### src/frtc_pkg.sv
`timescale 1ns / 1ps
// ----------------------------------------------------------------------------
// frtc_pkg: shared types and constants for the timebase converter
// Command and status codes, register indexes, reset values and datapath widths.
// ----------------------------------------------------------------------------
package frtc_pkg;

  localparam int COUNTER_BITS_DEF = 32;

  localparam int DATA_W      = 32;
  localparam int CMD_W       = 4;
  localparam int ST_W        = 2;
  localparam int CFG_IDX_W   = 3;
  localparam int CFG_DATA_W  = 23;
  localparam int RATE_W      = 13;
  localparam int RATE_MS_W   = 23;
  localparam int IN_TDATA_W  = 64;
  localparam int OUT_TDATA_W = 40;
  localparam int ADD_W       = 56;   // holds a 23 x 32 product plus rounding
  localparam int STEP_W      = 5;    // counts DATA_W iterations
  localparam int NS_SHIFT    = 10;
  localparam int COARSE_LSB  = 22;

  localparam logic [ADD_W-1:0] NS_ROUND = ADD_W'(1024 - 1);

  // commands
  localparam logic [CMD_W-1:0] CMD_TICK    = 4'd0;
  localparam logic [CMD_W-1:0] CMD_READ    = 4'd1;
  localparam logic [CMD_W-1:0] CMD_NS2CNT  = 4'd2;
  localparam logic [CMD_W-1:0] CMD_US2CNT  = 4'd3;
  localparam logic [CMD_W-1:0] CMD_MS2CNT  = 4'd4;
  localparam logic [CMD_W-1:0] CMD_TIMEOUT = 4'd5;
  localparam logic [CMD_W-1:0] CMD_DUR_NS  = 4'd6;
  localparam logic [CMD_W-1:0] CMD_DUR_US  = 4'd7;
  localparam logic [CMD_W-1:0] CMD_DUR_MS  = 4'd8;

  // status
  localparam logic [ST_W-1:0] ST_OK   = 2'd0;
  localparam logic [ST_W-1:0] ST_OVF  = 2'd1;
  localparam logic [ST_W-1:0] ST_DIV0 = 2'd2;

  // register indexes
  localparam logic [CFG_IDX_W-1:0] REG_COUNT_DOWN = 3'd0;
  localparam logic [CFG_IDX_W-1:0] REG_CPS_1024NS = 3'd1;
  localparam logic [CFG_IDX_W-1:0] REG_CPS_US     = 3'd2;
  localparam logic [CFG_IDX_W-1:0] REG_CPS_MS     = 3'd3;
  localparam logic [CFG_IDX_W-1:0] REG_UNIT_1024NS = 3'd4;
  localparam logic [CFG_IDX_W-1:0] REG_UNIT_US    = 3'd5;
  localparam logic [CFG_IDX_W-1:0] REG_UNIT_MS    = 3'd6;

  // register reset values
  localparam logic [RATE_W-1:0]    RST_CPS_1024NS  = 13'd103;
  localparam logic [RATE_W-1:0]    RST_CPS_US      = 13'd100;
  localparam logic [RATE_MS_W-1:0] RST_CPS_MS      = 23'd100000;
  localparam logic [RATE_W-1:0]    RST_UNIT_1024NS = 13'd102;
  localparam logic [RATE_W-1:0]    RST_UNIT_US     = 13'd100;
  localparam logic [RATE_MS_W-1:0] RST_UNIT_MS     = 23'd100000;

  typedef enum logic [3:0] {
    S_IDLE,
    S_TICK,
    S_DIFF,
    S_CMP,
    S_MUL,
    S_MULFIN,
    S_DIV,
    S_DIVFIN,
    S_DONE
  } state_e;

endpackage : frtc_pkg

### src/free_running_timebase_converter_unit.sv
`timescale 1ns / 1ps
// ----------------------------------------------------------------------------
// free_running_timebase_converter_unit: free-running counter and time math
// Tick/read a counter, convert times to counts, test timeouts and measure
// durations, all through one shared 56-bit adder under a small sequencer.
// ----------------------------------------------------------------------------
//
//  channel  | direction | transaction content
//  ---------+-----------+------------------------------------------------------
//  s_axis   | in        | tuser: command; tdata: first_value, second_value
//  m_axis   | out       | tdata: result_value, status
//  cfg      | in        | write enable, register index, write data
//
// Conversions take 32 shift-add steps and durations 32 restoring divide steps;
// the single shared adder takes one step per cycle. Input is accepted only in
// idle.
// Reset: counter clears, registers take their defaults, no clearing pass.
// Stalls: a finished result waits in the done state until the output register
// is free; the output register itself frees in the cycle m_axis_tready_i is high.

module free_running_timebase_converter_unit #(
  parameter int COUNTER_BITS = frtc_pkg::COUNTER_BITS_DEF
) (
  input  logic                                  clk_i,
  input  logic                                  rst_ni,
  input  logic                                  s_axis_tvalid_i,
  output logic                                  s_axis_tready_o,
  // [31:0] first_value, [63:32] second_value
  input  logic [frtc_pkg::IN_TDATA_W-1:0]       s_axis_tdata_i,
  // [3:0] command
  input  logic [frtc_pkg::CMD_W-1:0]            s_axis_tuser_i,
  output logic                                  m_axis_tvalid_o,
  input  logic                                  m_axis_tready_i,
  // [31:0] result_value, [33:32] status, [39:34] zero
  output logic [frtc_pkg::OUT_TDATA_W-1:0]      m_axis_tdata_o,
  input  logic                                  cfg_we_i,
  input  logic [frtc_pkg::CFG_IDX_W-1:0]        cfg_idx_i,
  input  logic [frtc_pkg::CFG_DATA_W-1:0]       cfg_wdata_i
);
  import frtc_pkg::*;

  localparam int CB = COUNTER_BITS;

  // configuration
  logic                 count_down_q;
  logic [RATE_W-1:0]    cps_1024ns_q, cps_us_q, unit_1024ns_q, unit_us_q;
  logic [RATE_MS_W-1:0] cps_ms_q, unit_ms_q;

  // control
  state_e          state_q, state_d;
  logic [CB-1:0]   tick_q;
  logic            out_valid_q;
  logic            out_free;
  logic            in_fire;

  // datapath
  logic [CMD_W-1:0]     cmd_q;
  logic [CB-1:0]        opx_q, opy_q;      // start/diff and end/limit
  logic [ADD_W-1:0]     acc_q;             // product accumulator
  logic [DATA_W-1:0]    mplier_q;          // multiplier bits, then dividend/quotient
  logic [RATE_MS_W-1:0] den_q;             // multiplicand or divisor
  logic [RATE_MS_W-1:0] rem_q;
  logic [STEP_W-1:0]    cnt_q;
  logic                 coarse_q;
  logic [DATA_W-1:0]    res_q, out_res_q;
  logic [ST_W-1:0]      st_q, out_st_q;

  // shared adder
  logic [ADD_W-1:0] add_a, add_b, add_sum;
  logic             add_cin;

  logic [RATE_MS_W:0]   rem_sh;
  logic [DATA_W-1:0]    diff32;
  logic                 diff_coarse;
  logic [RATE_MS_W-1:0] sel_unit;

  assign in_fire         = s_axis_tvalid_i && s_axis_tready_o;
  assign s_axis_tready_o = (state_q == S_IDLE);
  assign out_free        = !out_valid_q || m_axis_tready_i;
  assign m_axis_tvalid_o = out_valid_q;
  assign m_axis_tdata_o  = {(OUT_TDATA_W - DATA_W - ST_W)'(0), out_st_q, out_res_q};

  assign rem_sh      = {rem_q, mplier_q[DATA_W-1]};
  assign diff32      = DATA_W'(add_sum[CB-1:0]);
  assign diff_coarse = |diff32[DATA_W-1:COARSE_LSB];
  assign add_sum     = add_a + add_b + ADD_W'(add_cin);

  // divisor picked by the incoming command
  always_comb begin
    case (s_axis_tuser_i)
      CMD_DUR_NS: sel_unit = RATE_MS_W'(unit_1024ns_q);
      CMD_DUR_US: sel_unit = RATE_MS_W'(unit_us_q);
      default:    sel_unit = unit_ms_q;
    endcase
  end

  // next state
  always_comb begin
    state_d = state_q;
    unique case (state_q)
      S_IDLE: begin
        if (in_fire) begin
          case (s_axis_tuser_i)
            CMD_TICK:                           state_d = S_TICK;
            CMD_NS2CNT, CMD_US2CNT, CMD_MS2CNT: state_d = S_MUL;
            CMD_TIMEOUT:                        state_d = S_DIFF;
            CMD_DUR_NS, CMD_DUR_US, CMD_DUR_MS:
              state_d = (sel_unit == '0) ? S_DONE : S_DIFF;
            default:                            state_d = S_DONE;
          endcase
        end
      end
      S_TICK:   state_d = S_DONE;
      S_DIFF:   state_d = (cmd_q == CMD_TIMEOUT) ? S_CMP : S_DIV;
      S_CMP:    state_d = S_DONE;
      S_MUL:    state_d = (cnt_q == '0) ? S_MULFIN : S_MUL;
      S_MULFIN: state_d = S_DONE;
      S_DIV:    state_d = (cnt_q == '0) ? S_DIVFIN : S_DIV;
      S_DIVFIN: state_d = S_DONE;
      S_DONE:   state_d = out_free ? S_IDLE : S_DONE;
      default:  state_d = S_IDLE;
    endcase
  end

  // operand selection for the shared adder
  always_comb begin
    add_a   = '0;
    add_b   = '0;
    add_cin = 1'b0;
    unique case (state_q)
      S_TICK: begin
        // +1, or -1 as adding all ones
        add_a   = ADD_W'(tick_q);
        add_b   = count_down_q ? '1 : '0;
        add_cin = !count_down_q;
      end
      S_DIFF: begin
        // count_down: start - end, else end - start
        if (cmd_q == CMD_TIMEOUT) begin
          add_a = count_down_q ? ADD_W'(opx_q) : ADD_W'(tick_q);
          add_b = count_down_q ? ~ADD_W'(tick_q) : ~ADD_W'(opx_q);
        end else begin
          add_a = count_down_q ? ADD_W'(opx_q) : ADD_W'(opy_q);
          add_b = count_down_q ? ~ADD_W'(opy_q) : ~ADD_W'(opx_q);
        end
        add_cin = 1'b1;
      end
      S_CMP: begin
        add_a   = ADD_W'(opx_q);
        add_b   = ~ADD_W'(opy_q);
        add_cin = 1'b1;
      end
      S_MUL: begin
        add_a = {acc_q[ADD_W-2:0], 1'b0};
        add_b = mplier_q[DATA_W-1] ? ADD_W'(den_q) : '0;
      end
      S_MULFIN: begin
        add_a = acc_q;
        add_b = NS_ROUND;
      end
      S_DIV: begin
        add_a   = ADD_W'(rem_sh);
        add_b   = ~ADD_W'(den_q);
        add_cin = 1'b1;
      end
      S_DIVFIN: begin
        // round up when a remainder is left
        add_a   = ADD_W'(mplier_q);
        add_cin = (rem_q != '0);
      end
      default: ;
    endcase
  end

  // control registers
  always_ff @(posedge clk_i or negedge rst_ni) begin
    if (!rst_ni) begin
      state_q       <= S_IDLE;
      tick_q        <= '0;
      out_valid_q   <= 1'b0;
      count_down_q  <= 1'b1;
      cps_1024ns_q  <= RST_CPS_1024NS;
      cps_us_q      <= RST_CPS_US;
      cps_ms_q      <= RST_CPS_MS;
      unit_1024ns_q <= RST_UNIT_1024NS;
      unit_us_q     <= RST_UNIT_US;
      unit_ms_q     <= RST_UNIT_MS;
    end else begin
      state_q <= state_d;
      if (state_q == S_TICK) begin
        tick_q <= add_sum[CB-1:0];
      end
      if (state_q == S_DONE && out_free) begin
        out_valid_q <= 1'b1;
      end else if (m_axis_tready_i) begin
        out_valid_q <= 1'b0;
      end
      if (cfg_we_i) begin
        unique case (cfg_idx_i)
          REG_COUNT_DOWN:  count_down_q  <= cfg_wdata_i[0];
          REG_CPS_1024NS:  cps_1024ns_q  <= cfg_wdata_i[RATE_W-1:0];
          REG_CPS_US:      cps_us_q      <= cfg_wdata_i[RATE_W-1:0];
          REG_CPS_MS:      cps_ms_q      <= cfg_wdata_i;
          REG_UNIT_1024NS: unit_1024ns_q <= cfg_wdata_i[RATE_W-1:0];
          REG_UNIT_US:     unit_us_q     <= cfg_wdata_i[RATE_W-1:0];
          REG_UNIT_MS:     unit_ms_q     <= cfg_wdata_i;
          default: ;
        endcase
      end
    end
  end

  // datapath registers
  always_ff @(posedge clk_i) begin
    unique case (state_q)
      S_IDLE: begin
        if (in_fire) begin
          cmd_q    <= s_axis_tuser_i;
          opx_q    <= s_axis_tdata_i[CB-1:0];
          opy_q    <= s_axis_tdata_i[DATA_W +: CB];
          mplier_q <= s_axis_tdata_i[DATA_W-1:0];
          acc_q    <= '0;
          rem_q    <= '0;
          cnt_q    <= STEP_W'(DATA_W - 1);
          coarse_q <= 1'b0;
          res_q    <= '0;
          st_q     <= ST_OK;
          case (s_axis_tuser_i)
            CMD_READ:   res_q <= DATA_W'(tick_q);
            CMD_NS2CNT: den_q <= RATE_MS_W'(cps_1024ns_q);
            CMD_US2CNT: den_q <= RATE_MS_W'(cps_us_q);
            CMD_MS2CNT: den_q <= cps_ms_q;
            CMD_DUR_NS, CMD_DUR_US, CMD_DUR_MS: begin
              den_q <= sel_unit;
              if (sel_unit == '0) st_q <= ST_DIV0;
            end
            default: ;
          endcase
        end
      end
      S_TICK: res_q <= DATA_W'(add_sum[CB-1:0]);
      S_DIFF: begin
        opx_q <= add_sum[CB-1:0];
        // ns duration: fine path scales by 1024 before dividing
        if (cmd_q == CMD_DUR_NS && !diff_coarse) begin
          mplier_q <= diff32 << NS_SHIFT;
        end else begin
          mplier_q <= diff32;
        end
        coarse_q <= (cmd_q == CMD_DUR_NS) && diff_coarse;
      end
      S_CMP: res_q <= DATA_W'(!add_sum[ADD_W-1]);
      S_MUL: begin
        acc_q    <= add_sum;
        mplier_q <= {mplier_q[DATA_W-2:0], 1'b0};
        cnt_q    <= cnt_q - 1'b1;
      end
      S_MULFIN: begin
        if (cmd_q == CMD_NS2CNT) begin
          if (|add_sum[ADD_W-1:DATA_W]) begin
            res_q <= '1;
            st_q  <= ST_OVF;
          end else begin
            res_q <= add_sum[NS_SHIFT +: DATA_W];
          end
        end else if (|acc_q[ADD_W-1:DATA_W]) begin
          res_q <= '1;
          st_q  <= ST_OVF;
        end else begin
          res_q <= acc_q[DATA_W-1:0];
        end
      end
      S_DIV: begin
        // restoring step: keep the trial difference when it is not negative
        rem_q    <= add_sum[ADD_W-1] ? rem_sh[RATE_MS_W-1:0] : add_sum[RATE_MS_W-1:0];
        mplier_q <= {mplier_q[DATA_W-2:0], !add_sum[ADD_W-1]};
        cnt_q    <= cnt_q - 1'b1;
      end
      S_DIVFIN: begin
        if (coarse_q) begin
          if (|add_sum[DATA_W-1:COARSE_LSB]) begin
            res_q <= '1;
            st_q  <= ST_OVF;
          end else begin
            res_q <= add_sum[DATA_W-1:0] << NS_SHIFT;
          end
        end else begin
          res_q <= add_sum[DATA_W-1:0];
        end
      end
      S_DONE: begin
        if (out_free) begin
          out_res_q <= res_q;
          out_st_q  <= st_q;
        end
      end
      default: ;
    endcase
  end

endmodule : free_running_timebase_converter_unit

### config.mk
export PLATFORM = sky130hd
export DESIGN_NAME = free_running_timebase_converter_unit
export DESIGN_NICKNAME = d
export VERILOG_FILES = /design/src/frtc_pkg.sv /design/src/free_running_timebase_converter_unit.sv
export SDC_FILE = /design/constraint.sdc
export NUM_CORES = 1
export LEC_CHECK = 0
export BUFFER_PORTS_ARGS = -buffer_cell sky130_fd_sc_hd__buf_2
export CAP_MARGIN = 25
export CORE_ASPECT_RATIO = 0.6
export CORE_MARGIN = 2
export CORE_UTILIZATION = 45
export DETAILED_ROUTE_END_ITERATION = 6
export GPL_TIMING_DRIVEN = 0
export PLACE_DENSITY = 0.68
export SETUP_SLACK_MARGIN = 0.05
export SYNTH_ARGS = -nofsm -noshare
export SYNTH_HDL_FRONTEND = slang
export SYNTH_SLANG_ARGS = --single-unit
### constraint.sdc
create_clock -name clk_i -period 5.36 [get_ports clk_i]
set_input_delay 1.072 -clock clk_i [delete_from_list [all_inputs] [get_ports clk_i]]
set_output_delay 1.072 -clock clk_i [all_outputs]
set_load 0.02 [all_outputs]
==> results.yml, run 1 <==
run_status:
  violations: "negative setup slack"
  status: "finished with violations"
synthesis:
  ys_types: 85
  yosysSeqAreaShare_pct: 48.0
  synth.largest_area_cell: "edfxtp_1"
  synth-seq-cells: 412
  ys_warn_count: 0
  yosys_most_used_dff: "edfxtp_1"
  synth_edf_count: 276
  synthesis.area_um2: 24400
  syn-mean-instance-area_um2: 9.75
  ys_async_sr_fraction_pct: 33.0
  synth_top_area_share_pct: 33.9
  syn-instance-count: 2505
  yosys-top-cells-area: "edfxtp_1, dfrtp_1, o21ai_0"
sta:
  report.final.hold_viol_count: 0
  setup_tns_ns: -18.77
  slew_violations: 0
  finalCritPeriodShare_pct: 110
  setup_viol: 56
  max_freq_mhz: 170
  finalHoldWorstSlack_ns: 0.402
  finalClockSkew_ns: 0.0362
  rsz0062_at_grt: "true"
  tightest_slew_ns: 1.19
  fin_crit_ns: 5.88
  worst_slack_ns: -0.525
  slew-limit-headroom_pct: 20.3
floorplanning:
  ios: 141
  die-area_um2: 56200
  core_um2: 53900
  die_h_um: 184
  initial_core_util_pct: 45.3
  chipWidth_um: 305
  std_cell_rows: 66
clock_tree:
  path_clk_slew_ns: 0.06
  ctsHoldBuffers: 0
  cts_made_buffers: 41
  cts_num_sinks: 412
  cts_buffer_depth: 3
  clock_latency_ns: 0.60
  cts_root_buffer: "clkbuf_16"
  cts_tree: "yes"
  cts_htree_levels: 2
critical_path:
  path_cells: "nor2b_4 -> and3_4 -> clkbuf_4 -> a22o_1 -> nor2_1 -> o21ai_0 -> ha_2 -> nand2_1 -> o21ai_2 -> a21o_1 -> nand2_1 -> a31oi_1 -> o21ai_1 -> nor4_2 -> and4_4 -> buf_6 -> a21oi_4 -> or3_4"
  crit_required_ns: 5.68
  worstPathMaxFanout: 10
  crit_path_max_incr_delay_ns: 0.63
  reg2reg_slack_ns: -0.52
  r2r_cells: 18
  timing.critical_path.mode_cell: "nand2_1"
  arrival_ns: 6.20
  critPathSlowestCell: "a31oi_1"
  cp_top_family: "simple AND/OR/NAND/NOR gates"
  path_class: "reg2reg"
  reg2reg_to: "res_q[12]"
  crit_path_end_kind: "flop"
  start_kind: "flop"
  r2r-start: "state_q[2]"
  worst-path-buf-inv: 2
pwr:
  pwr_density_cell_nw_per_um2: 602
  swShare_pct: 47.4
  switching_power_mw: 8.86
  combPwrFrac_pct: 52.7
  ir_worst_vdd_v: 0.000279
  internal_power_mw: 9.84
  p_total_mw: 18.7
  power.leakage_nw: 11.9
  pwr-share-seq_pct: 30.9
  clockPowerShare_pct: 16.4
placement:
  port_buffers: 134
  dp_slack_ns: -3.53
  place_congestion: 1.04
  dp_hpwl_mm: 83.8
final_layout:
  fin_nets: 2987
  area_delta_synth_final_pct: 27.3
  multi_input_area_um2: 13600
  drive_above_1_share_pct: 30.8
  fillers: 4601
  seqCellArea_um2: 11700
drt:
  vias: 23980
  drt_iter0_markers: 3908
  avgViaCountPerCell: 6.70
  ant_nets: 0
  dr.pass1.iters: 6
  wire_per_inst_um: 30.4
  drc: 0
  wirelength_mm: 109
global_route:
  grt_pass1_vias: 21553
  grt_usage_pct: 37.7
  grt_overflow: 0
  grt_pass1_wl_mm: 152
  grt_max_degree: 95
  antenna_found_initial: 1
flow_run:
  drv_cap: 0
hold_path:
  hold_path_class: "in2async"
## per-stage QoR
stage          cell area (um^2)  utilization, %  std cells
6_report                  31100            57.7       3579
3_3_place_gp              26000            48.2       3358
3_5_place_dp              26400            48.9       3381
5_1_grt                   31100            57.7       3579
4_1_cts                   30200            56.0       3550
2_1_floorplan             24400               -       2510
## cell usage in the layout (no fill, tap or decap), types with 36 or more instances in the layout
| cell type | count |
|---|---|
| o21ai_1 | 41 |
| o21ai_0 | 217 |
| edfxtp_1 | 276 |
| ha_1 | 36 |
| a21oi_1 | 176 |
| clkbuf_16 | 56 |
| mux2_2 | 106 |
| a21oi_2 | 46 |
| nand2_1 | 201 |
| buf_4 | 136 |
| mux2i_1 | 63 |
| clkbuf_1 | 91 |
| a22oi_1 | 44 |
| buf_2 | 137 |
| a22o_1 | 49 |
| nor2_1 | 269 |
| o21ai_2 | 41 |
| dfrtp_1 | 105 |
## timing repair
| item | 4_1_cts | 5_1_grt |
|---|---|---|
| gates cloned | 4 | 3 |
| setup endpoints to repair | 199 | 91 |
| setup buffers | 103 | 24 |
| gates resized for setup | 473 | 142 |
| pin swaps | 93 | 43 |
## synth_stat cells (28+ instances only)
| master | n |
|---|---|
| nor3_1 | 42 |
| or3_1 | 33 |
| dfrtp_1 | 108 |
| inv_1 | 34 |
| a21oi_1 | 231 |
| o21ai_0 | 297 |
| a22oi_1 | 62 |
| ha_1 | 55 |
| a22o_1 | 49 |
| clkbuf_1 | 153 |
| a211oi_1 | 42 |
| dfstp_2 | 28 |
| mux2_2 | 110 |
| edfxtp_1 | 276 |
| nor2_1 | 284 |
| mux2i_1 | 71 |
| nand2_1 | 209 |
## metal layers
metal / vias up / track usage (%) / routed length [um]
met2: 1906 / 45.1 / 38500
li1: 10111 / - / -
met5: - / 2.93 / 224
met1: 11765 / 59.3 / 48300
met3: 194 / 16.3 / 18800
met4: 4 / 8.87 / 2890
## state kept, by name (all words and copies together), names as in the netlist
signal           flops
acc_q               56
mplier_q            32
opx_q               32
opy_q               32
out_res_q           32
res_q               32
tick_q              32
cps_ms_q            23
den_q               23
rem_q               23
unit_ms_q           23
cps_1024ns_q        13
cps_us_q            13
unit_1024ns_q       13
unit_us_q           13
cnt_q                5
cmd_q                4
state_q              4
out_st_q             2
st_q                 2
coarse_q             1
count_down_q         1
m_axis_tvalid_o      1
## layout make-up
type | count | area share [%]
Multi-Input combinational cell | 1883 | 43.7
Antenna cell | 1 | 0.00805
Sequential cell | 412 | 37.7
Timing Repair Buffer | 294 | 6.97
Clock buffer | 58 | 3.91
Buffer | 165 | 3.81
Clock inverter | 18 | 0.584
Tap cell | 714 | 2.87
Inverter | 34 | 0.423
## kinds of logic after synthesis
family                   share of synthesized area, %
AO/OA/AOI/OAI                                    22.5
AND/OR/NAND/NOR                                  13.3
flip-flops                                       48.0
buffers and inverters                            3.62
multiplexers                                     7.98
adder cells (fa/ha/maj)                          2.98
XOR/XNOR                                         1.54
other                                          0.0154
## power groups by stage
stage | combinational, mW | sequential [mW] | clock, mW
after floorplan | 4.08 | 5.34 | 0
after global placement | 6.93 | 5.75 | 0
after detailed placement | 7.30 | 5.70 | 0
after CTS | 8.67 | 5.66 | 3.07
after global routing | 10.1 | 5.80 | 3.20
final | 9.86 | 5.78 | 3.07
## worst max-delay path by stage
stage / end / start / cells after the start / slack (ns)
after detailed placement: mplier_q[15] / state_q[0] / 20 / -3.53
after global placement: mplier_q[15] / state_q[0] / 21 / -3.43
final: res_q[12] / state_q[2] / 18 / -0.52
after global routing: mplier_q[12] / state_q[0] / 27 / -0.45
after CTS: res_q[1] / state_q[3] / 22 / -0.20
after floorplan: res_q[17] / state_q[0] / 25 / 0.05
(Power assumes the default switching activity.)
==> inputs of run 2 (changes only) <==
--- a/config.mk
+++ b/config.mk
@@ -13,7 +13,9 @@
 export DETAILED_ROUTE_END_ITERATION = 6
 export GPL_TIMING_DRIVEN = 0
 export PLACE_DENSITY = 0.68
+export RECOVER_POWER = 100
 export SETUP_SLACK_MARGIN = 0.05
 export SYNTH_ARGS = -nofsm -noshare
 export SYNTH_HDL_FRONTEND = slang
 export SYNTH_SLANG_ARGS = --single-unit
+export TNS_END_PERCENT = 1
==> run 2 against run 1 <==
- the flow finishes with violations (design-rule violations, max-capacitance violations, max-slew violations, negative setup slack)
- final cell count shrank 0.22%
- via count fell by 0.57%
- critical path depth is 7 higher
- first-iteration DRC count up 3.2%
- register-to-register slack gained 0.09 ns
- non-clock buffer count is 8 lower
- global-route usage fell by 0.21 points
- clock power hardly changed
- fmax grew 1.5%
- count of clock-buffer cells in the layout stayed put
- total power down 1.8%
- die area is the same
- largest cell class unchanged
==> results.yml, run 2 (same netlist as run 1, synthesis figures left out) <==
sta:
  report.final.hold_viol_count: 0
  max_freq_mhz: 172
  slew_violations: 201
  slew-limit-headroom_pct: -75.1
  setup_viol: 68
  finalClockSkew_ns: 0.0342
  rsz0062_at_grt: "true"
  finalHoldWorstSlack_ns: 0.418
  finalCritPeriodShare_pct: 108
  worst_slack_ns: -0.440
  tightest_slew_ns: 2.63
  fin_crit_ns: 5.80
placement:
  dp_hpwl_mm: 83.8
  port_buffers: 134
  dpl-instance-area_um2: 26400
  place_congestion: 1.04
global_route:
  use_met3_pct: 16.2
  grt_pass1_vias: 21458
  grt_usage_pct: 37.5
  grt_overflow: 0
  top_usage_layer: "met1"
  antenna_found_initial: 1
  grt_util_met2_pct: 45.0
  grt_max_degree: 95
  grt_pass1_wl_mm: 151
  grt_use_met1_pct: 59.0
clock_tree:
  clock_latency_ns: 0.59
  cts_buffer_depth: 3
  cts_made_buffers: 41
  cts_htree_levels: 2
  path_clk_slew_ns: 0.06
  cts_num_sinks: 412
  cts_tree: "yes"
  ctsHoldBuffers: 0
  cts_root_buffer: "clkbuf_16"
drt:
  vias: 23843
  dr.pass1.iters: 7
  drt_iter0_markers: 4034
  avgViaCountPerCell: 6.68
  wire_per_inst_um: 30.2
  wirelength_mm: 108
  ant_nets: 0
  drc: 3
floorplanning:
  ios: 141
  initial_core_util_pct: 45.3
  core_um2: 53900
  die_h_um: 184
  chipWidth_um: 305
  std_cell_rows: 66
  die-area_um2: 56200
final_layout:
  mostFrequentLayoutCell: "edfxtp_1"
  area_delta_synth_final_pct: 25.2
  largest_register: "acc_q"
  fin_nets: 2979
  fillers: 4675
  fin_area_um2: 30600
  drive_above_1_share_pct: 27.5
  largest_register_ffs: 56
  final_core_util_pct: 56.7
  final_cell_mix: "edfxtp_1, nor2_1, o21ai_0, nand2_1, a21oi_1"
critical_path:
  endpoint: "res_q[12]"
  worstPathMaxFanout: 6
  reg2reg_slack_ns: -0.44
  start_kind: "flop"
  arrival_ns: 6.11
  crit_path_end_kind: "flop"
  r2r-start: "state_q[0]"
  reg2reg_to: "res_q[12]"
  crit_required_ns: 5.67
  cp-startpoint: "state_q[0]"
  path_class: "reg2reg"
  r2r_cells: 25
run_status:
  violations: "design-rule violations, max-capacitance violations, max-slew violations, negative setup slack"
  status: "finished with violations"
pwr:
  pwr_density_cell_nw_per_um2: 601
  ir_worst_vdd_v: 0.000285
  p_total_mw: 18.4
  power.leakage_nw: 11.6
hold_path:
  hp-start: "res_q[15]"
  hold_path_class: "reg2reg"
flow_run:
  drv_cap: 4
run 2: changes by cell type in the layout (fill, tap and decap cells not counted), sizes merged:
cell	change
clkbuf	+51
buf	-59
run 2: critical path, stage by stage (launching register included):
cell,delay [ns]
dfrtp_1,0.34
buf_6,0.14
clkbuf_16,0.16
clkinvlp_4,0.17
buf_4,0.19
nor2_4,0.31
a22oi_1,0.16
nand2_1,0.11
a21oi_2,0.05
fa_2,0.41
fa_2,0.38
nand2b_4,0.17
a21oi_4,0.18
buf_12,0.15
o211ai_1,0.08
buf_4,0.19
a211oi_4,0.29
nor3_4,0.07
buf_12,0.16
xnor2_4,0.25
o211ai_1,0.28
nor4_2,0.28
and4_4,0.36
buf_6,0.14
a21oi_1,0.09
or3_4,0.42
run 2: report_power, final:
| group | internal (mW) | switching (mW) | leakage [nW] |
|---|---|---|---|
| Sequential | 4.79 | 1.01 | 4.29 |
| Combinational | 3.15 | 6.36 | 6.67 |
| Clock | 1.70 | 1.36 | 0.668 |
run 2: routing by layer:
layer / part of all wire, % / vias up / wire (um)
li1: - / 10124 / -
met1: 45 / 11657 / 48100
met2: 35 / 1873 / 37800
met3: 18 / 187 / 19000
met4: 2.8 / 2 / 2990
met5: 0.084 / - / 91
run 2: layout make-up:
cell class                 instances  area (um^2)  area share, %
clock inverter                    18          181          0.593
sequential                       412        11700           38.4
timing repair buffer             285         1930           6.32
multi-input combinational       1883        13300           43.6
antenna                            1         2.50        0.00818
buffer                           166         1170           3.84
tap                              714          893           2.92
inverter                          34          131          0.430
clock buffer                      58         1210           3.97
run 2: worst min-delay path by stage:
stage,to,slack [ns],depth (start not counted)
after floorplan,out_res_q[0],0.40,0
after global placement,out_res_q[11],0.40,0
after detailed placement,out_res_q[12],0.40,0
after CTS,unit_1024ns_q[12],0.41,1
after global routing,out_res_q[15],0.42,0
final,out_res_q[15],0.42,0
run 2: per-stage QoR:
stage          instances  setup slack (ns)  setup TNS (ns)
2_1_floorplan       2510            0.0512               0
3_3_place_gp        3358             -3.43         -382.45
4_1_cts             3541            -0.220           -6.19
3_5_place_dp        3381             -3.53         -364.00
5_1_grt             3571            -0.459          -25.88
6_report            3571            -0.440          -15.09
run 2: repair_timing:
item	4_1_cts	5_1_grt
pin swaps	86	49
endpoints found under the setup margin	199	92
cloned	2	3
gates resized for setup	446	110
buffers inserted	95	26
